===== src/design/gnwl_pkg.sv =====
// ----------------------------------------------------------------------------
// gnwl_pkg
// Shared types and constants of the grid neighbour weight locator.
// ----------------------------------------------------------------------------
package gnwl_pkg;

    localparam int NUM_AXES  = 3;
    localparam int POS_W     = 12;
    localparam int IDX_W     = 12;
    localparam int SPACING_W = 12;
    localparam int VOLUME_W  = 13;
    localparam int FIX_W     = 16;
    localparam int FRAC_BITS = 16;
    localparam int WEIGHT_W  = FRAC_BITS + 1;
    localparam int DIST_W    = 17;
    localparam int ORIGIN_W  = 48;
    localparam int CFG_IDX_W = 3;

    // pipeline of one axis lane: entry, index divider, prep, weight divider, output
    localparam int DIV1_STEPS = IDX_W;
    localparam int DIV2_STEPS = WEIGHT_W;
    localparam int LANE_DEPTH = DIV1_STEPS + DIV2_STEPS + 3;

    localparam logic [CFG_IDX_W-1:0] REG_SPACING_X = 3'd0;
    localparam logic [CFG_IDX_W-1:0] REG_SPACING_Y = 3'd1;
    localparam logic [CFG_IDX_W-1:0] REG_SPACING_Z = 3'd2;
    localparam logic [CFG_IDX_W-1:0] REG_VOLUME_X  = 3'd3;
    localparam logic [CFG_IDX_W-1:0] REG_VOLUME_Y  = 3'd4;
    localparam logic [CFG_IDX_W-1:0] REG_VOLUME_Z  = 3'd5;
    localparam logic [CFG_IDX_W-1:0] REG_ORIGIN    = 3'd6;

    localparam logic [SPACING_W-1:0] SPACING_RST  = 12'd64;
    localparam logic [VOLUME_W-1:0]  VOLUME_RST   = 13'd256;
    localparam logic [VOLUME_W-1:0]  VOLUME_MIN   = 13'd2;
    localparam logic [VOLUME_W-1:0]  VOLUME_MAX   = 13'd4096;
    localparam logic [IDX_W-1:0]     LAST_IDX_RST = 12'd3;
    localparam logic [DIST_W-1:0]    LAST_LEN_RST = 17'd1008;
    localparam logic [DIST_W-1:0]    END_PT_RST   = 17'd3576;
    localparam logic [WEIGHT_W-1:0]  WEIGHT_ONE   = 17'h10000;

    typedef struct packed {
        logic [POS_W-1:0] pos_x;
        logic [POS_W-1:0] pos_y;
        logic [POS_W-1:0] pos_z;
    } in_t;

    typedef struct packed {
        logic [IDX_W-1:0]    lower_x;
        logic [IDX_W-1:0]    upper_x;
        logic [WEIGHT_W-1:0] weight_x;
        logic [IDX_W-1:0]    lower_y;
        logic [IDX_W-1:0]    upper_y;
        logic [WEIGHT_W-1:0] weight_y;
        logic [IDX_W-1:0]    lower_z;
        logic [IDX_W-1:0]    upper_z;
        logic [WEIGHT_W-1:0] weight_z;
    } out_t;

    typedef struct packed {
        logic [SPACING_W-1:0] spacing;
        logic [FIX_W-1:0]     origin;
        logic [DIST_W-1:0]    end_point;
        logic [IDX_W-1:0]     last_idx;
        logic [DIST_W-1:0]    last_len;
    } axis_cfg_t;

    typedef struct packed {
        logic [IDX_W-1:0]    lower;
        logic [IDX_W-1:0]    upper;
        logic [WEIGHT_W-1:0] weight;
    } axis_res_t;

    typedef struct packed {
        logic             low;
        logic             high;
        logic [3:0]       frac;
        logic [IDX_W-1:0] num;
        logic [IDX_W-1:0] rem;
        logic [IDX_W-1:0] quo;
    } div1_t;

    typedef struct packed {
        logic                low;
        logic                high;
        logic [IDX_W-1:0]    lo;
        logic [IDX_W-1:0]    up;
        logic [DIST_W-1:0]   cell_len;
        logic [WEIGHT_W-1:0] num;
        logic [DIST_W-1:0]   rem;
        logic [WEIGHT_W-1:0] quo;
    } div2_t;

endpackage


===== src/design/gnwl_axis_lane.sv =====
// ----------------------------------------------------------------------------
// gnwl_axis_lane
// Pipelined neighbour search of one axis: origin and end checks, a
// restoring divider for the lower index and one for the ratio.
// ----------------------------------------------------------------------------
module gnwl_axis_lane (
    input  logic                           clk,
    input  logic                           en,
    input  logic [gnwl_pkg::POS_W-1:0]     pos,
    input  gnwl_pkg::axis_cfg_t            cfg,
    output gnwl_pkg::axis_res_t            res
);

    localparam int D1 = gnwl_pkg::DIV1_STEPS;
    localparam int D2 = gnwl_pkg::DIV2_STEPS;

    gnwl_pkg::div1_t     d1_reg [0:D1];
    gnwl_pkg::div2_t     d2_reg [0:D2];
    gnwl_pkg::axis_res_t res_reg;

    gnwl_pkg::div1_t     entry_next;
    gnwl_pkg::div2_t     prep_next;
    gnwl_pkg::axis_res_t res_next;

    logic [gnwl_pkg::FIX_W-1:0]    p;
    logic [gnwl_pkg::FIX_W-1:0]    off;
    logic [gnwl_pkg::FIX_W-1:0]    left;
    logic [gnwl_pkg::IDX_W:0]      up_wide;
    logic [gnwl_pkg::DIST_W-1:0]   cell_len;
    logic [gnwl_pkg::WEIGHT_W-1:0] w_sat;

    // entry: compare against origin and grid end, take the offset
    always_comb
    begin
        p                = {pos, 4'b0};
        off              = p - cfg.origin;
        entry_next.low   = (p <= cfg.origin);
        entry_next.high  = ({1'b0, p} >= cfg.end_point);
        entry_next.frac  = off[3:0];
        entry_next.num   = off[gnwl_pkg::FIX_W-1:4];
        entry_next.rem   = '0;
        entry_next.quo   = '0;
    end

    always_ff @(posedge clk)
    begin
        if (en)
        begin
            d1_reg[0] <= entry_next;
        end
    end

    for (genvar k = 1; k <= D1; k++)
    begin : g_div1
        gnwl_pkg::div1_t          nxt;
        logic [gnwl_pkg::IDX_W:0] trial;
        logic                     ge;

        always_comb
        begin
            trial   = {d1_reg[k-1].rem, d1_reg[k-1].num[gnwl_pkg::IDX_W-1]};
            ge      = trial >= {1'b0, cfg.spacing};
            nxt     = d1_reg[k-1];
            nxt.num = {d1_reg[k-1].num[gnwl_pkg::IDX_W-2:0], 1'b0};
            nxt.rem = ge ? 12'(trial - {1'b0, cfg.spacing}) : trial[gnwl_pkg::IDX_W-1:0];
            nxt.quo = {d1_reg[k-1].quo[gnwl_pkg::IDX_W-2:0], ge};
        end

        always_ff @(posedge clk)
        begin
            if (en)
            begin
                d1_reg[k] <= nxt;
            end
        end
    end

    // cell length: the cell ending at the last node is (spacing + remainder) / 2
    always_comb
    begin
        left    = {d1_reg[D1].rem, d1_reg[D1].frac};
        up_wide = {1'b0, d1_reg[D1].quo} + 13'd1;
        if (up_wide == {1'b0, cfg.last_idx})
        begin
            cell_len = {2'b0, cfg.spacing, 3'b0} + {1'b0, cfg.last_len[gnwl_pkg::DIST_W-1:1]};
        end
        else
        begin
            cell_len = {1'b0, cfg.spacing, 4'b0};
        end
        if (cell_len == '0)
        begin
            cell_len = 17'd1;
        end
        prep_next.low      = d1_reg[D1].low;
        prep_next.high     = d1_reg[D1].high;
        prep_next.lo       = d1_reg[D1].quo;
        prep_next.up       = (up_wide > {1'b0, cfg.last_idx}) ? cfg.last_idx
                                                              : up_wide[gnwl_pkg::IDX_W-1:0];
        prep_next.cell_len = cell_len;
        prep_next.num      = {left[0], 16'b0};
        prep_next.rem      = {2'b0, left[gnwl_pkg::FIX_W-1:1]};
        prep_next.quo      = '0;
    end

    always_ff @(posedge clk)
    begin
        if (en)
        begin
            d2_reg[0] <= prep_next;
        end
    end

    for (genvar k = 1; k <= D2; k++)
    begin : g_div2
        gnwl_pkg::div2_t           nxt;
        logic [gnwl_pkg::DIST_W:0] trial;
        logic                      ge;

        always_comb
        begin
            trial   = {d2_reg[k-1].rem, d2_reg[k-1].num[gnwl_pkg::WEIGHT_W-1]};
            ge      = trial >= {1'b0, d2_reg[k-1].cell_len};
            nxt     = d2_reg[k-1];
            nxt.num = {d2_reg[k-1].num[gnwl_pkg::WEIGHT_W-2:0], 1'b0};
            nxt.rem = ge ? 17'(trial - {1'b0, d2_reg[k-1].cell_len})
                         : trial[gnwl_pkg::DIST_W-1:0];
            nxt.quo = {d2_reg[k-1].quo[gnwl_pkg::WEIGHT_W-2:0], ge};
        end

        always_ff @(posedge clk)
        begin
            if (en)
            begin
                d2_reg[k] <= nxt;
            end
        end
    end

    always_comb
    begin
        w_sat = (d2_reg[D2].quo > gnwl_pkg::WEIGHT_ONE) ? gnwl_pkg::WEIGHT_ONE
                                                         : d2_reg[D2].quo;
        if (d2_reg[D2].low)
        begin
            res_next = '0;
        end
        else if (d2_reg[D2].high)
        begin
            res_next.lower  = cfg.last_idx;
            res_next.upper  = cfg.last_idx;
            res_next.weight = '0;
        end
        else
        begin
            res_next.lower  = d2_reg[D2].lo;
            res_next.upper  = d2_reg[D2].up;
            res_next.weight = w_sat;
        end
    end

    always_ff @(posedge clk)
    begin
        if (en)
        begin
            res_reg <= res_next;
        end
    end

    assign res = res_reg;

endmodule


===== config.mk =====
export PLATFORM = sky130hd
export DESIGN_NAME = gnwl_axis_lane
export DESIGN_NICKNAME = d
export VERILOG_FILES = /design/src/design/gnwl_pkg.sv /design/src/design/gnwl_axis_lane.sv
export SDC_FILE = /design/constraint.sdc
export NUM_CORES = 2
export LEC_CHECK = 0
export BUFFER_PORTS_ARGS = -buffer_cell sky130_fd_sc_hd__buf_2
export CAP_MARGIN = 20
export CELL_PAD_IN_SITES_DETAIL_PLACEMENT = 1
export CELL_PAD_IN_SITES_GLOBAL_PLACEMENT = 1
export CORE_MARGIN = 1
export CORE_UTILIZATION = 35
export DETAILED_ROUTE_END_ITERATION = 8
export PLACE_DENSITY = 0.58
export SLEW_MARGIN = 5
export SYNTH_ARGS = -nofsm -noshare
export SYNTH_HDL_FRONTEND = slang
export SYNTH_SLANG_ARGS = --single-unit

===== constraint.sdc =====
create_clock -name clk -period 5.7 [get_ports clk]
set_clock_uncertainty 0.2 [all_clocks]
set_input_delay 0.57 -clock clk [delete_from_list [all_inputs] [get_ports clk]]
set_output_delay 0.57 -clock clk [all_outputs]
set_load 0.02 [all_outputs]

==> impl_metrics.ini <==
[yosys]
yosysSeqAreaShare_pct = 65.15
synth_top_area_share_pct = 65.15
ys.flop_type = edfxtp_1
async_flop_share_pct = 0
yosysTopAreaCell = edfxtp_1
postSynthCellCount = 5264
synth_common_cells = 1,617 x edfxtp_1, 471 x ha_1, 445 x inv_1
synthMostInstantiatedCell = edfxtp_1
synth_edf_count = 1617
avgSynthCellArea_um2 = 14.16
syn_nets = 5851
syn-cell-area_mm2 = 0.07453
ys_warn_count = 0
synth-seq-cells = 1617
synth_area_leaders = edfxtp_1 65%, ha_1 7.9%, mux2_2 3.7%
synthDistinctLibCells = 74

[pwr]
comb_power_share_pct = 31.8
max-vdd-ir-drop_v = 0.0003107
power.switching_uw = 12810
leakagePower_uw = 0.03246
p_int_uw = 28870
cellPowerDensity_mw_per_mm2 = 490.3
p_sw_share_pct = 30.73
clockPowerShare_pct = 27.0
pwr-share-seq_pct = 41.2

[die]
io_pins = 129
design.core.area_mm2 = 0.2119
start_util_pct = 35.17
rows = 169
dieArea_mm2 = 0.2148
dieWidth_um = 463.4
die_y_um = 463.4

[setup_path]
crit_required_ns = 6.14
crit_fanout = 17
crit_family = simple AND/OR/NAND/NOR gates
worstReg2RegStart = d1_reg[1][168]
cp_common_cell = nand2_1
path_class = reg2reg
worstPathCellList = ha_1, nand3_1, nor2_1, nand2_1, xnor2_1, ha_1, and4_1, nand2_1, nor3_2, nand2_1, buf_4, nand2_1, o21ai_1, or4_1, or4_1, o32ai_2
crit_slowest_cell = or4_1
max_stage_delay_ns = 0.56
cp-end-kind = register
worst_setup_path_start_kind = register
crit_buf_inv = 1
arrival_ns = 5.35
crit_path_start = d1_reg[1][168]

[sta]
max-slew-margin-rel_pct = 18.92
finalSetupTns_ns = 0
period_needed_ns = 4.903
finalCritPeriodShare_pct = 86.01
rsz0062_at_grt = false
tightest_slew_ns = 1.216
finalSetupViolations = 0
slew_viol_final = 0
timing.fmax_ghz = 0.2040
hold_viol = 0
hold_slack_ns = 0.09748

[detailed_routing]
num_vias = 41260
wl_um = 148100
first_pass_iters = 5
drt_iter0_drc = 2108
drtAntennaViolNets = 0
routedWlPerCell_um = 17.31
drcViolationCount = 0
avgViaCountPerCell = 4.821

[clock_network]
cts.clk_slew.worst_paths_ns = 0.06
cts.sinks = 1617
cts_buffers = 175
clk-insertion-delay-late_ns = 0.82
root_buffer = clkbuf_16
clock_path_buffers = 3
post_cts_resized = 0
htreeDepth = 4
cts_tree = yes

[global_routing]
grtUsageTotal_pct = 13.78
antenna_found_initial = 6
grt_max_degree = 205
grt_pass1_wl_um = 237300
grt_pass1_vias = 44200
grt_overflow = 0

[finish]
n_fill_cell = 21770
final_core_util_pct = 40.12
area_delta_synth_final_pct = 14.06
largest_reg_flops = 1198
drive_above_1_share_pct = 12.71
fin_nets = 6182
final_cell_area_mm2 = 0.08501
multi_input_area_mm2 = 0.02403
seq_area_mm2 = 0.04856

[placed_design]
hpwlAfterDp_um = 105900
placed_cell_area_mm2 = 0.07889
place_congestion = 0.8379
io_buffer_count = 127

[worst_hold_path]
hp-class = in2reg
hold_path_startpoint = pos[5]

[outcome]
run_status = finished, final reports clean

[flow_run]
cap_viol_max_count = 0
[layout by cell type (no fill, tap or decap), drive strengths merged, types with 24 or more instances in the layout]
| cell type | instances |
|---|---|
| o21bai | 37 |
| o21ai | 194 |
| inv | 454 |
| nor3 | 102 |
| mux2i | 31 |
| a211oi | 47 |
| a21oi | 336 |
| buf | 174 |
| dlygate4sd3 | 36 |
| and2 | 40 |
| nand2 | 218 |
| fa | 28 |
| nand2b | 62 |
| edfxtp | 1617 |
| o21a | 84 |
| o31ai | 26 |
| a21o | 109 |
| nor2b | 78 |
| xor2 | 102 |
| and3 | 32 |
| clkinv | 73 |
| mux2 | 250 |
| ha | 471 |
| nand4 | 68 |
| a21boi | 24 |
| nor4 | 27 |
| nand3 | 69 |
| clkbuf | 208 |
| xnor2 | 214 |
| nor2 | 288 |
[metrics by stage]
| step | std cells | setup WS (ns) | total power (µW) |
|---|---|---|---|
| 2_1_floorplan | 5264 | 1.997 | 27320 |
| 3_3_place_gp | 8203 | 0.8653 | 30370 |
| 3_5_place_dp | 8203 | 0.8084 | 30690 |
| 4_1_cts | 8555 | 0.7650 | 42290 |
| 5_1_grt | 8556 | 0.3841 | 44330 |
| 6_report | 8558 | 0.7973 | 41680 |
[path summary, 6_finish.rpt]
path,end,slack (ns),cells past startpoint
setup / recovery,d2_reg[0][50],0.80,16
hold / removal,d1_reg[0][29],0.1,3
setup reg to reg,d2_reg[0][50],0.80,16
hold reg to reg,d1_reg[1][3],0.20,0
[area by class of cell]
class / count / share of cell area [%]
Antenna cell: 3 / 0.008831
Clock buffer: 208 / 5.322
Clock inverter: 108 / 1.442
Inverter: 445 / 1.965
Multi-Input combinational cell: 3146 / 28.27
Sequential cell: 1617 / 57.12
Tap cell: 2821 / 4.152
Timing Repair Buffer: 210 / 1.722
[what timing repair did]
| action | 4_1_cts | 5_1_grt |
|---|---|---|
| setup buffers | 0 | 0 |
| hold endpoints to repair | 79 | 0 |
| hold buffers | 36 | 0 |
[worst reg2reg max path, cell delays in order, from the launching register on]
cell and delay, ns:
edfxtp_1 0.43, ha_1 0.22, nand3_1 0.18, nor2_1 0.20, nand2_1 0.09, xnor2_1 0.16, ha_1 0.31, and4_1 0.22
nand2_1 0.10, nor3_2 0.49, nand2_1 0.43, buf_4 0.33, nand2_1 0.08, o21ai_1 0.08, or4_1 0.56, or4_1 0.44
o32ai_2 0.21
[power groups by stage]
stage               registers (µW)  logic [µW]  clock network [µW]
floorplan                    16900       10400                   0
global placement             17400       13000                   0
detailed placement           17400       13300                   0
CTS                          17200       13400               11700
global route                 17400       14900               12100
finish                       17200       13300               11300
[logic make-up (layout without fill, tap and decap cells)]
group	after synthesis	count (layout)	share of synthesized area, %
and+or+nand+nor	1051	1051	6.924
DFF	1617	1617	65.15
xor gates and xnor gates	316	316	3.714
buffers and inverters	501	971	2.626
AOI/OAI and AO/OA	999	999	8.693
other	0	3	0
adders and majority gates	499	499	8.660
muxes	281	281	4.229
[routing by layer]
| layer | track usage, % | share of wire [%] |
|---|---|---|
| met1 | 17.33 | 45 |
| met3 | 2.365 | 3.3 |
| met4 | 4.355 | 2.5 |
| met5 | 0 | 0 |
| met2 | 23.98 | 49 |
(Power assumes the default switching activity.)
