**src/design/gnwl_pkg.sv**
```systemverilog
// ----------------------------------------------------------------------------
// gnwl_pkg
// Shared types and constants of the grid neighbour weight locator.
// ----------------------------------------------------------------------------
package gnwl_pkg;

    localparam int NUM_AXES  = 3;
    localparam int POS_W     = 12;
    localparam int IDX_W     = 12;
    localparam int SPACING_W = 12;
    localparam int VOLUME_W  = 13;
    localparam int FIX_W     = 16;
    localparam int FRAC_BITS = 16;
    localparam int WEIGHT_W  = FRAC_BITS + 1;
    localparam int DIST_W    = 17;
    localparam int ORIGIN_W  = 48;
    localparam int CFG_IDX_W = 3;

    // pipeline of one axis lane: entry, index divider, prep, weight divider, output
    localparam int DIV1_STEPS = IDX_W;
    localparam int DIV2_STEPS = WEIGHT_W;
    localparam int LANE_DEPTH = DIV1_STEPS + DIV2_STEPS + 3;

    localparam logic [CFG_IDX_W-1:0] REG_SPACING_X = 3'd0;
    localparam logic [CFG_IDX_W-1:0] REG_SPACING_Y = 3'd1;
    localparam logic [CFG_IDX_W-1:0] REG_SPACING_Z = 3'd2;
    localparam logic [CFG_IDX_W-1:0] REG_VOLUME_X  = 3'd3;
    localparam logic [CFG_IDX_W-1:0] REG_VOLUME_Y  = 3'd4;
    localparam logic [CFG_IDX_W-1:0] REG_VOLUME_Z  = 3'd5;
    localparam logic [CFG_IDX_W-1:0] REG_ORIGIN    = 3'd6;

    localparam logic [SPACING_W-1:0] SPACING_RST  = 12'd64;
    localparam logic [VOLUME_W-1:0]  VOLUME_RST   = 13'd256;
    localparam logic [VOLUME_W-1:0]  VOLUME_MIN   = 13'd2;
    localparam logic [VOLUME_W-1:0]  VOLUME_MAX   = 13'd4096;
    localparam logic [IDX_W-1:0]     LAST_IDX_RST = 12'd3;
    localparam logic [DIST_W-1:0]    LAST_LEN_RST = 17'd1008;
    localparam logic [DIST_W-1:0]    END_PT_RST   = 17'd3576;
    localparam logic [WEIGHT_W-1:0]  WEIGHT_ONE   = 17'h10000;

    typedef struct packed {
        logic [POS_W-1:0] pos_x;
        logic [POS_W-1:0] pos_y;
        logic [POS_W-1:0] pos_z;
    } in_t;

    typedef struct packed {
        logic [IDX_W-1:0]    lower_x;
        logic [IDX_W-1:0]    upper_x;
        logic [WEIGHT_W-1:0] weight_x;
        logic [IDX_W-1:0]    lower_y;
        logic [IDX_W-1:0]    upper_y;
        logic [WEIGHT_W-1:0] weight_y;
        logic [IDX_W-1:0]    lower_z;
        logic [IDX_W-1:0]    upper_z;
        logic [WEIGHT_W-1:0] weight_z;
    } out_t;

    typedef struct packed {
        logic [SPACING_W-1:0] spacing;
        logic [FIX_W-1:0]     origin;
        logic [DIST_W-1:0]    end_point;
        logic [IDX_W-1:0]     last_idx;
        logic [DIST_W-1:0]    last_len;
    } axis_cfg_t;

    typedef struct packed {
        logic [IDX_W-1:0]    lower;
        logic [IDX_W-1:0]    upper;
        logic [WEIGHT_W-1:0] weight;
    } axis_res_t;

    typedef struct packed {
        logic             low;
        logic             high;
        logic [3:0]       frac;
        logic [IDX_W-1:0] num;
        logic [IDX_W-1:0] rem;
        logic [IDX_W-1:0] quo;
    } div1_t;

    typedef struct packed {
        logic                low;
        logic                high;
        logic [IDX_W-1:0]    lo;
        logic [IDX_W-1:0]    up;
        logic [DIST_W-1:0]   cell_len;
        logic [WEIGHT_W-1:0] num;
        logic [DIST_W-1:0]   rem;
        logic [WEIGHT_W-1:0] quo;
    } div2_t;

endpackage

```
**src/design/gnwl_cfg.sv**
```systemverilog
// ----------------------------------------------------------------------------
// gnwl_cfg
// Configuration registers and the sequential divider that derives the
// per-axis cell count, last cell length and grid end point.
// ----------------------------------------------------------------------------
module gnwl_cfg (
    input  logic                                clk,
    input  logic                                rst_n,
    input  logic                                cfg_valid,
    input  logic [gnwl_pkg::CFG_IDX_W-1:0]      cfg_index,
    input  logic [gnwl_pkg::ORIGIN_W-1:0]       cfg_data,
    output logic                                busy,
    output gnwl_pkg::axis_cfg_t [2:0]           axis_cfg
);

    localparam logic [1:0] ST_IDLE = 2'd0;
    localparam logic [1:0] ST_LOAD = 2'd1;
    localparam logic [1:0] ST_RUN  = 2'd2;
    localparam logic [3:0] STEP_LAST = 4'(gnwl_pkg::IDX_W - 1);

    logic [gnwl_pkg::SPACING_W-1:0] sp_reg [0:2];
    logic [gnwl_pkg::VOLUME_W-1:0]  vol_reg [0:2];
    logic [gnwl_pkg::ORIGIN_W-1:0]  org_reg;
    logic [gnwl_pkg::IDX_W-1:0]     last_reg [0:2];
    logic [gnwl_pkg::DIST_W-1:0]    lcl_reg [0:2];
    logic [gnwl_pkg::DIST_W-1:0]    gep_reg [0:2];

    logic [1:0]                     state_reg;
    logic [1:0]                     axis_reg;
    logic [3:0]                     step_reg;
    logic [gnwl_pkg::IDX_W-1:0]     num_reg;
    logic [gnwl_pkg::IDX_W-1:0]     rem_reg;
    logic [gnwl_pkg::IDX_W-1:0]     quo_reg;

    logic                           write_hit;
    logic [gnwl_pkg::SPACING_W-1:0] sp_wr;
    logic [gnwl_pkg::VOLUME_W-1:0]  vol_wr;
    logic [1:0]                     vol_idx;
    logic [gnwl_pkg::SPACING_W-1:0] sp_cur;
    logic [gnwl_pkg::VOLUME_W-1:0]  vol_cur;
    logic [gnwl_pkg::IDX_W:0]       trial;
    logic                           ge;
    logic [gnwl_pkg::IDX_W-1:0]     rem_next;
    logic [gnwl_pkg::IDX_W-1:0]     quo_next;
    logic [gnwl_pkg::IDX_W-1:0]     rem_one;
    logic [gnwl_pkg::IDX_W-1:0]     len_m;
    logic [gnwl_pkg::DIST_W-1:0]    gep_next;
    logic [gnwl_pkg::DIST_W-1:0]    lcl_next;

    assign write_hit = cfg_valid && (cfg_index <= gnwl_pkg::REG_ORIGIN);
    assign sp_wr     = (cfg_data[gnwl_pkg::SPACING_W-1:0] == '0) ? 12'd1
                                                         : cfg_data[gnwl_pkg::SPACING_W-1:0];
    assign vol_wr    = (cfg_data[gnwl_pkg::VOLUME_W-1:0] < gnwl_pkg::VOLUME_MIN)
                       ? gnwl_pkg::VOLUME_MIN
                       : ((cfg_data[gnwl_pkg::VOLUME_W-1:0] > gnwl_pkg::VOLUME_MAX)
                          ? gnwl_pkg::VOLUME_MAX : cfg_data[gnwl_pkg::VOLUME_W-1:0]);
    assign vol_idx   = 2'(cfg_index - gnwl_pkg::REG_VOLUME_X);

    always_ff @(posedge clk or negedge rst_n)
    begin
        if (!rst_n)
        begin
            for (int a = 0; a < 3; a++)
            begin
                sp_reg[a]  <= gnwl_pkg::SPACING_RST;
                vol_reg[a] <= gnwl_pkg::VOLUME_RST;
            end
            org_reg <= '0;
        end
        else if (cfg_valid)
        begin
            unique case (cfg_index) inside
                gnwl_pkg::REG_SPACING_X, gnwl_pkg::REG_SPACING_Y, gnwl_pkg::REG_SPACING_Z:
                    sp_reg[cfg_index[1:0]] <= sp_wr;
                gnwl_pkg::REG_VOLUME_X, gnwl_pkg::REG_VOLUME_Y, gnwl_pkg::REG_VOLUME_Z:
                    vol_reg[vol_idx] <= vol_wr;
                gnwl_pkg::REG_ORIGIN:
                    org_reg <= cfg_data;
                default:
                    ;
            endcase
        end
    end

    // one quotient bit per cycle of (volume - 2) / spacing
    assign sp_cur   = sp_reg[axis_reg];
    assign vol_cur  = vol_reg[axis_reg];
    assign trial    = {rem_reg, num_reg[gnwl_pkg::IDX_W-1]};
    assign ge       = trial >= {1'b0, sp_cur};
    assign rem_next = ge ? 12'(trial - {1'b0, sp_cur}) : trial[gnwl_pkg::IDX_W-1:0];
    assign quo_next = {quo_reg[gnwl_pkg::IDX_W-2:0], ge};

    // remainder of the grid is r + 1; end point is q*spacing + remainder/2
    assign rem_one  = rem_next + 12'd1;
    assign len_m    = 12'(vol_cur - 13'd1) - rem_one;
    assign gep_next = {1'b0, len_m, 4'b0} + {2'b0, rem_one, 3'b0};
    assign lcl_next = {1'b0, rem_one, 4'b0};

    always_ff @(posedge clk or negedge rst_n)
    begin
        if (!rst_n)
        begin
            state_reg <= ST_IDLE;
            axis_reg  <= '0;
            step_reg  <= '0;
            for (int a = 0; a < 3; a++)
            begin
                last_reg[a] <= gnwl_pkg::LAST_IDX_RST;
                lcl_reg[a]  <= gnwl_pkg::LAST_LEN_RST;
                gep_reg[a]  <= gnwl_pkg::END_PT_RST;
            end
        end
        else if (write_hit)
        begin
            state_reg <= ST_LOAD;
            axis_reg  <= '0;
        end
        else
        begin
            unique case (state_reg)
                ST_IDLE:
                    ;
                ST_LOAD:
                begin
                    state_reg <= ST_RUN;
                    step_reg  <= '0;
                end
                ST_RUN:
                begin
                    step_reg <= step_reg + 4'd1;
                    if (step_reg == STEP_LAST)
                    begin
                        last_reg[axis_reg] <= quo_next;
                        lcl_reg[axis_reg]  <= lcl_next;
                        gep_reg[axis_reg]  <= gep_next;
                        if (axis_reg == 2'd2)
                        begin
                            state_reg <= ST_IDLE;
                        end
                        else
                        begin
                            axis_reg  <= axis_reg + 2'd1;
                            state_reg <= ST_LOAD;
                        end
                    end
                end
                default:
                    state_reg <= ST_IDLE;
            endcase
        end
    end

    always_ff @(posedge clk)
    begin
        if (state_reg == ST_LOAD)
        begin
            num_reg <= 12'(vol_cur - 13'd2);
            rem_reg <= '0;
            quo_reg <= '0;
        end
        else
        begin
            num_reg <= {num_reg[gnwl_pkg::IDX_W-2:0], 1'b0};
            rem_reg <= rem_next;
            quo_reg <= quo_next;
        end
    end

    assign busy = (state_reg != ST_IDLE);

    for (genvar a = 0; a < 3; a++)
    begin : g_out
        assign axis_cfg[a].spacing   = sp_reg[a];
        assign axis_cfg[a].origin    = org_reg[16*a +: 16];
        assign axis_cfg[a].end_point = gep_reg[a];
        assign axis_cfg[a].last_idx  = last_reg[a];
        assign axis_cfg[a].last_len  = lcl_reg[a];
    end

endmodule

```
**config.mk**
```make
export PLATFORM = sky130hd
export DESIGN_NAME = gnwl_cfg
export DESIGN_NICKNAME = d
export VERILOG_FILES = /design/src/design/gnwl_pkg.sv /design/src/design/gnwl_cfg.sv
export SDC_FILE = /design/constraint.sdc
export NUM_CORES = 1
export LEC_CHECK = 0
export BUFFER_PORTS_ARGS = -buffer_cell sky130_fd_sc_hd__buf_2
export CAP_MARGIN = 10
export CORE_ASPECT_RATIO = 0.6
export CORE_MARGIN = 2
export CORE_UTILIZATION = 40
export CTS_CLUSTER_DIAMETER = 60
export DETAILED_ROUTE_END_ITERATION = 16
export PLACE_DENSITY = 0.65
export REMOVE_ABC_BUFFERS = 1
export SLEW_MARGIN = 40
export SYNTH_ARGS = -nofsm -noshare
export SYNTH_HDL_FRONTEND = slang
export SYNTH_SLANG_ARGS = --single-unit
```
**constraint.sdc**
```tcl
create_clock -name clk -period 14.8 [get_ports clk]
set_input_delay 2.22 -clock clk [delete_from_list [all_inputs] [get_ports clk]]
set_output_delay 2.22 -clock clk [all_outputs]
set_load 0.01 [all_outputs]
```
==> metrics.txt, run 1 <==
share of cells above drive strength 1 0.323; Max Slew Vio Count 0; Post-synth EDFFs 0; Layout area overhead 19.9%; # hold bufs at CTS 0; Rel. slew slack 0.511; clock buffer depth 3; most common cell type on the critical path nand2_1; first-pass GRT wire length 55100 um; vias in the first global route 9844; Final nets 1629; Die Wd 239 um; area occupied by multi-input gates 0.00612 mm^2; post-synthesis mux area share 0.103; global-route usage over all layers 0.198; Critical Path Sink Type register; CTS Buf Count 28; worst skew pair latency 0.56 ns; Tcrit/Tclk final 0.522; Placed Area 0.0149 mm^2; Finished Core Util 0.489; antenna viol nets, final 0; CTS tree yes; Die Ht 145 um; Tmin final 7.72 ns; IO Pins 277; CTS resizes 0; HPWL after DPL 24600 um; DRC violations left 0; critical path class register to register; post-synthesis simple-gate area fraction 0.155; RSZ-0062 raised after global routing no; hold slack 0.434 ns; total setup buffers inserted after CTS 0; async set-or-reset flop fraction in the synthesized netlist 0.872; DRT Pass-1 Iters 5; synthesized area per cell 10.2 um^2; #FFs+latches synth 274; Compound-Gate Fraction of Synth Area 0.103; Crit path largest cell delay 0.65 ns; final instance area 0.0160 mm^2; Mapped Area 0.0133 mm^2; Site Rows 51; antenna diode instance count 0; hold path cells 2; Wirelength per Cell 17.2 um; PD cells 220 mW/mm^2; Hold Fails Final Rpt 0; register area share after synthesis 0.507; Clock Sinks 274; Startpoint Class register; Worst-Margin Slew 0.733 ns; largest family of logic cells by synthesized area simple AND/OR/NAND/NOR gates; Final Instance Count excl. Fillers 2004; worst hold path type register to register; initial antenna violation count 0; peak supply drop 198 uV; CP Max Fanout 28; register area 0.00675 mm^2; adder-cell share of the synthesized area 0.0490; Fill cells 3042; MaxCap Viol Count 0; P_leak 7.70 nW; R2R depth 29; Clock Skew 0.0168 ns; clk slew on worst S/H paths 0.07 ns; max frequency 130 MHz; Clock Root Buffer clkbuf_16; critical path arrival 8.13 ns; Core ar. 0.0326 mm^2; post-synthesis xor/xnor area fraction 0.0403; vias per cell 4.94; Starting Density 0.408; Syn. warnings 0; pin count of the biggest net entering global routing 85; outcome complete, no violations; Primary FF master, synth dfrtp_1; total number of vias 9902; Placed Cells 1952; Largest register FFs 147; GR Overflow Total 0; total die area 0.0348 mm^2; htree depth 1; Netlist cell types 77; Post-Route Setup TNS 0 ns; Critical Path RT 15.21 ns; RD Place Congestion 0.859; endpoints failing setup 0; Max stage delay cell, worst path dfrtp_2; DRT iter0 DRCs 566; PortBufs 252; Post-Syn Instances 1301; final WL 34400 um
[worst max-delay path: cells and delay by family (launching register included)]
family,cells,cell delay (ns)
mux,1,0.28
xor+xnor,3,1.00
fa+ha+maj,4,1.23
simple gates,12,2.27
compound gates,8,1.82
buf+inv,1,0.29
flops,1,0.65
[synth_stat cells (3+ instances only)]
cell type / n / area share
a41o_1: 3 / 0.0023
and2_1: 7 / 0.0033
nor3_1: 8 / 0.0030
mux2_2: 91 / 0.077
nor4_1: 8 / 0.0038
inv_1: 27 / 0.0076
a31oi_4: 4 / 0.0064
and3_1: 5 / 0.0024
fa_1: 3 / 0.0045
o21ai_0: 114 / 0.043
maj3_2: 6 / 0.0051
nand2_1: 275 / 0.078
mux2i_1: 35 / 0.026
dfstp_2: 51 / 0.10
or2_2: 4 / 0.0019
nand2b_1: 15 / 0.0071
nand4b_1: 9 / 0.0059
or4b_1: 3 / 0.0023
o31ai_1: 7 / 0.0040
buf_1: 6 / 0.0017
xor2_1: 24 / 0.016
a21oi_1: 43 / 0.016
nor2_1: 57 / 0.016
nand3_1: 17 / 0.0064
or4_1: 4 / 0.0023
nor3b_1: 5 / 0.0028
or3_1: 6 / 0.0028
buf_6: 3 / 0.0025
nor2b_1: 16 / 0.0075
buf_4: 28 / 0.016
clkbuf_1: 51 / 0.014
o21ai_1: 9 / 0.0034
a31oi_1: 6 / 0.0028
dfrtp_1: 188 / 0.35
nand4_1: 5 / 0.0024
o21a_1: 3 / 0.0017
dfxtp_1: 35 / 0.053
ha_1: 40 / 0.038
a21o_1: 9 / 0.0051
xnor2_1: 30 / 0.020
[cells by family (layout without fill, tap and decap cells)]
| logic type | after synthesis | after routing |
|---|---|---|
| flip-flops | 274 | 274 |
| AND/OR/NAND/NOR | 454 | 454 |
| multiplexers | 126 | 126 |
| adder cells (fa/ha/maj) | 51 | 51 |
| AO/OA/AOI/OAI | 222 | 222 |
| other | 1 | 24 |
| buffers and inverters | 116 | 346 |
| XOR/XNOR | 57 | 57 |
[power breakdown]
part / total, mW / leakage (nW) / switching, mW / internal (mW)
registers: 0.912 / 3.25 / 0.0626 / 0.849
clock network: 0.782 / 0.514 / 0.319 / 0.463
logic: 1.82 / 3.94 / 1.11 / 0.707
total: 3.51 / 7.70 / 1.49 / 2.02
[worst paths after layout]
path                       slack (ns)        start             to
setup / recovery                 7.08  axis_reg[0]   axis_cfg[44]
hold / removal                   0.43   quo_reg[0]  axis_cfg[166]
setup reg to reg                 7.08  axis_reg[0]   axis_cfg[44]
hold reg to reg                  0.43   quo_reg[0]  axis_cfg[166]
max in group asynchronous       11.94        rst_n    axis_reg[0]
min in group asynchronous        1.66        rst_n  axis_cfg[168]
[metrics by stage]
step                power [mW]  setup WS [ns]
floorplan                 2.24           7.43
finish                    3.51           7.08
detailed placement        2.73           7.01
global route              3.75           6.45
global placement          2.69           7.22
CTS                       3.54           6.98
[area by class of cell]
class / count / area share
clock inverters: 15 / 0.0109
clock buffers: 37 / 0.0538
flip-flops and latches: 274 / 0.423
repair buffers: 267 / 0.0872
multi-input cells: 934 / 0.383
inverters: 27 / 0.00635
well taps: 450 / 0.0353
[cell usage in the layout, fill, tap and decap left out, types with 35 or more instances in the layout]
cell type,count
ha_1,40
buf_2,251
dfxtp_1,35
mux2_2,91
mux2i_1,35
a21oi_1,43
o21ai_0,114
dfrtp_1,187
dfstp_2,51
nand2_1,272
nor2_1,57
[layer usage]
metal | vias to the layer above | part of all wire | GRT usage
li1 | 4857 | - | -
met1 | 4781 | 0.51 | 0.299
met2 | 215 | 0.42 | 0.292
met5 | - | 0 | 0
met4 | 0 | 0.019 | 0.0413
met3 | 49 | 0.050 | 0.0392
No activity file was read; power rests on OpenSTA's default activity.
==> run 2: changes to the inputs <==
==> constraint.sdc (replaced) <==
create_clock -name clk -period 7.7 [get_ports clk]
set_input_delay 1.155 -clock clk [delete_from_list [all_inputs] [get_ports clk]]
set_output_delay 1.155 -clock clk [all_outputs]
set_load 0.01 [all_outputs]
==> run 2 against run 1 <==
Compared with the run above: final cell count up 0.20%; global-route usage up 0.66 points; die area unchanged; total power up 90%; fmax up 7.5%; first-iteration DRC count up 18%; register-to-register slack worse by 6.6 ns; critical path depth down 1; wire length up 3.4%; clock power up 74%; via count up 2.1%; combinational power up 95%; critical path type unchanged; largest power group unchanged.
==> metrics.txt, run 2 (same netlist as run 1, synthesis figures left out) <==
most frequent cells in the layout 272 x nand2_1, 251 x buf_2, 188 x dfrtp_1; Site Rows 51; Max Slew Vio Count 0; initial antenna violation count 0; global-route usage over all layers 0.205; max frequency 139 MHz; worst skew pair latency 0.57 ns; combinational group share of total power 0.532; Largest register FFs 147; Critical Path RT 8.13 ns; Clock Root Buffer clkbuf_16; pre-CTS setup slack 0.584 ns; DRT iter0 DRCs 670; Buf/Inv on CP 1; CP Max Fanout 27; leading cell type in the layout, fill and taps excluded nand2_1; HPWL after DPL 25500 um; Die Ht 145 um; Startpoint Class register; critical path class register to register; vias in the first global route 10019; Final Instance Count excl. Fillers 2008; Placed Area 0.0150 mm^2; PD cells 418 mW/mm^2; htree depth 1; Layout area overhead 19.9%; Final nets 1634; Sw Ratio 0.436; antenna viol nets, final 0; Tmin final 7.18 ns; pin count of the biggest net entering global routing 140; Crit path largest cell delay 0.46 ns; hold slack 0.440 ns; Max stage delay cell, worst path or3b_4; total die area 0.0348 mm^2; Placed Cells 1956; Critical Path Sink Type register; endpoints failing setup 0; share of cells above drive strength 1 0.323; Finished Core Util 0.489; IO Pins 277; peak supply drop 352 uV; DRT Pass-1 Iters 5; reg2reg end axis_cfg[43]; Core ar. 0.0326 mm^2; Clock Skew 0.0254 ns; Hold Fails Final Rpt 0; MaxCap Viol Count 0; CP delay by family, top compound AO/OA/AOI/OAI gates; GR Overflow Total 0; final instance area 0.0159 mm^2; clk slew on worst S/H paths 0.07 ns; final WL 35500 um; Tcrit/Tclk final 0.933; DRC violations left 0; RSZ-0062 raised after global routing no; clock buffer depth 3; outcome complete, no violations; R2R depth 28; Worst Slack Setup Final 0.518 ns; Rel. slew slack 0.430; Wirelength per Cell 17.7 um; RR Startpoint axis_reg[1]; critical path arrival 7.61 ns; total power 6.66 mW; CTS tree yes; Clock Sinks 274; worst hold path type input pin to async pin; Worst-Margin Slew 0.848 ns; clock power share 0.204; CTS Buf Count 27; RD Place Congestion 0.891; CP startpoint axis_reg[1]; Flop pwr share 0.264; Critical Path Stages 28; antenna diode instance count 0; sw power 2.90 mW; Worst Setup EP axis_cfg[43]; first-pass GRT wire length 56700 um; PortBufs 252; Die Wd 239 um; Post-Route Setup TNS 0 ns; register-to-register setup slack 0.52 ns; total number of vias 10113; Internal Power 3.76 mW; P_leak 7.69 nW; Starting Density 0.408; vias per cell 5.04
## run 2: cell count changes in the layout (fill, tap and decap cells not counted), sizes merged
| cell | previous run | this run |
|---|---|---|
| buf | 267 | 273 |
| bufinv | 3 | 2 |
| clkbuf | 37 | 32 |
| clkinv | 9 | 8 |
| clkinvlp | 1 | 3 |
| inv | 29 | 32 |
## run 2: power groups by stage
stage / clock network, mW / registers (mW) / logic, mW
6_report: 1.36 / 1.76 / 3.55
5_1_grt: 1.46 / 1.78 / 3.92
4_1_cts: 1.40 / 1.76 / 3.54
3_5_place_dp: 0 / 1.78 / 3.52
3_3_place_gp: 0 / 1.78 / 3.46
2_1_floorplan: 0 / 1.80 / 2.52
## run 2: how the worst min path moves through the flow
| stage | start | to | slack [ns] | cells past startpoint |
|---|---|---|---|---|
| after detailed placement | quo_reg[0] | axis_cfg[92] | 0.43 | 2 |
| final | rst_n | axis_cfg[94] | 0.44 | 1 |
| after floorplan | quo_reg[0] | axis_cfg[166] | 0.40 | 2 |
| after CTS | quo_reg[0] | axis_cfg[166] | 0.44 | 2 |
| after global placement | num_reg[1] | num_reg[2] | 0.43 | 2 |
| after global routing | rst_n | axis_cfg[94] | 0.43 | 1 |
## run 2: layout make-up
type / count / area [um^2]
clock buffer: 32 / 734
clock inverter: 18 / 169
fill: 3069 / 16700
inverter: 27 / 101
multi-input combinational: 934 / 6130
sequential: 274 / 6750
tap: 450 / 563
timing repair buffer: 273 / 1500
## run 2: layer usage
| layer | GRT usage | wire length [um] | up-vias |
|---|---|---|---|
| li1 | - | - | 4866 |
| met1 | 0.316 | 17900 | 4957 |
| met2 | 0.295 | 14800 | 249 |
| met3 | 0.0381 | 2100 | 41 |
| met4 | 0.0444 | 718 | 0 |
| met5 | 0 | 0 | - |
## run 2: timing repair
action	4_1_cts	5_1_grt
buffers inserted	0	0
hold buffers	0	0
endpoints found under the hold margin	0	0
setup endpoints to repair	0	4
resized for setup	0	3
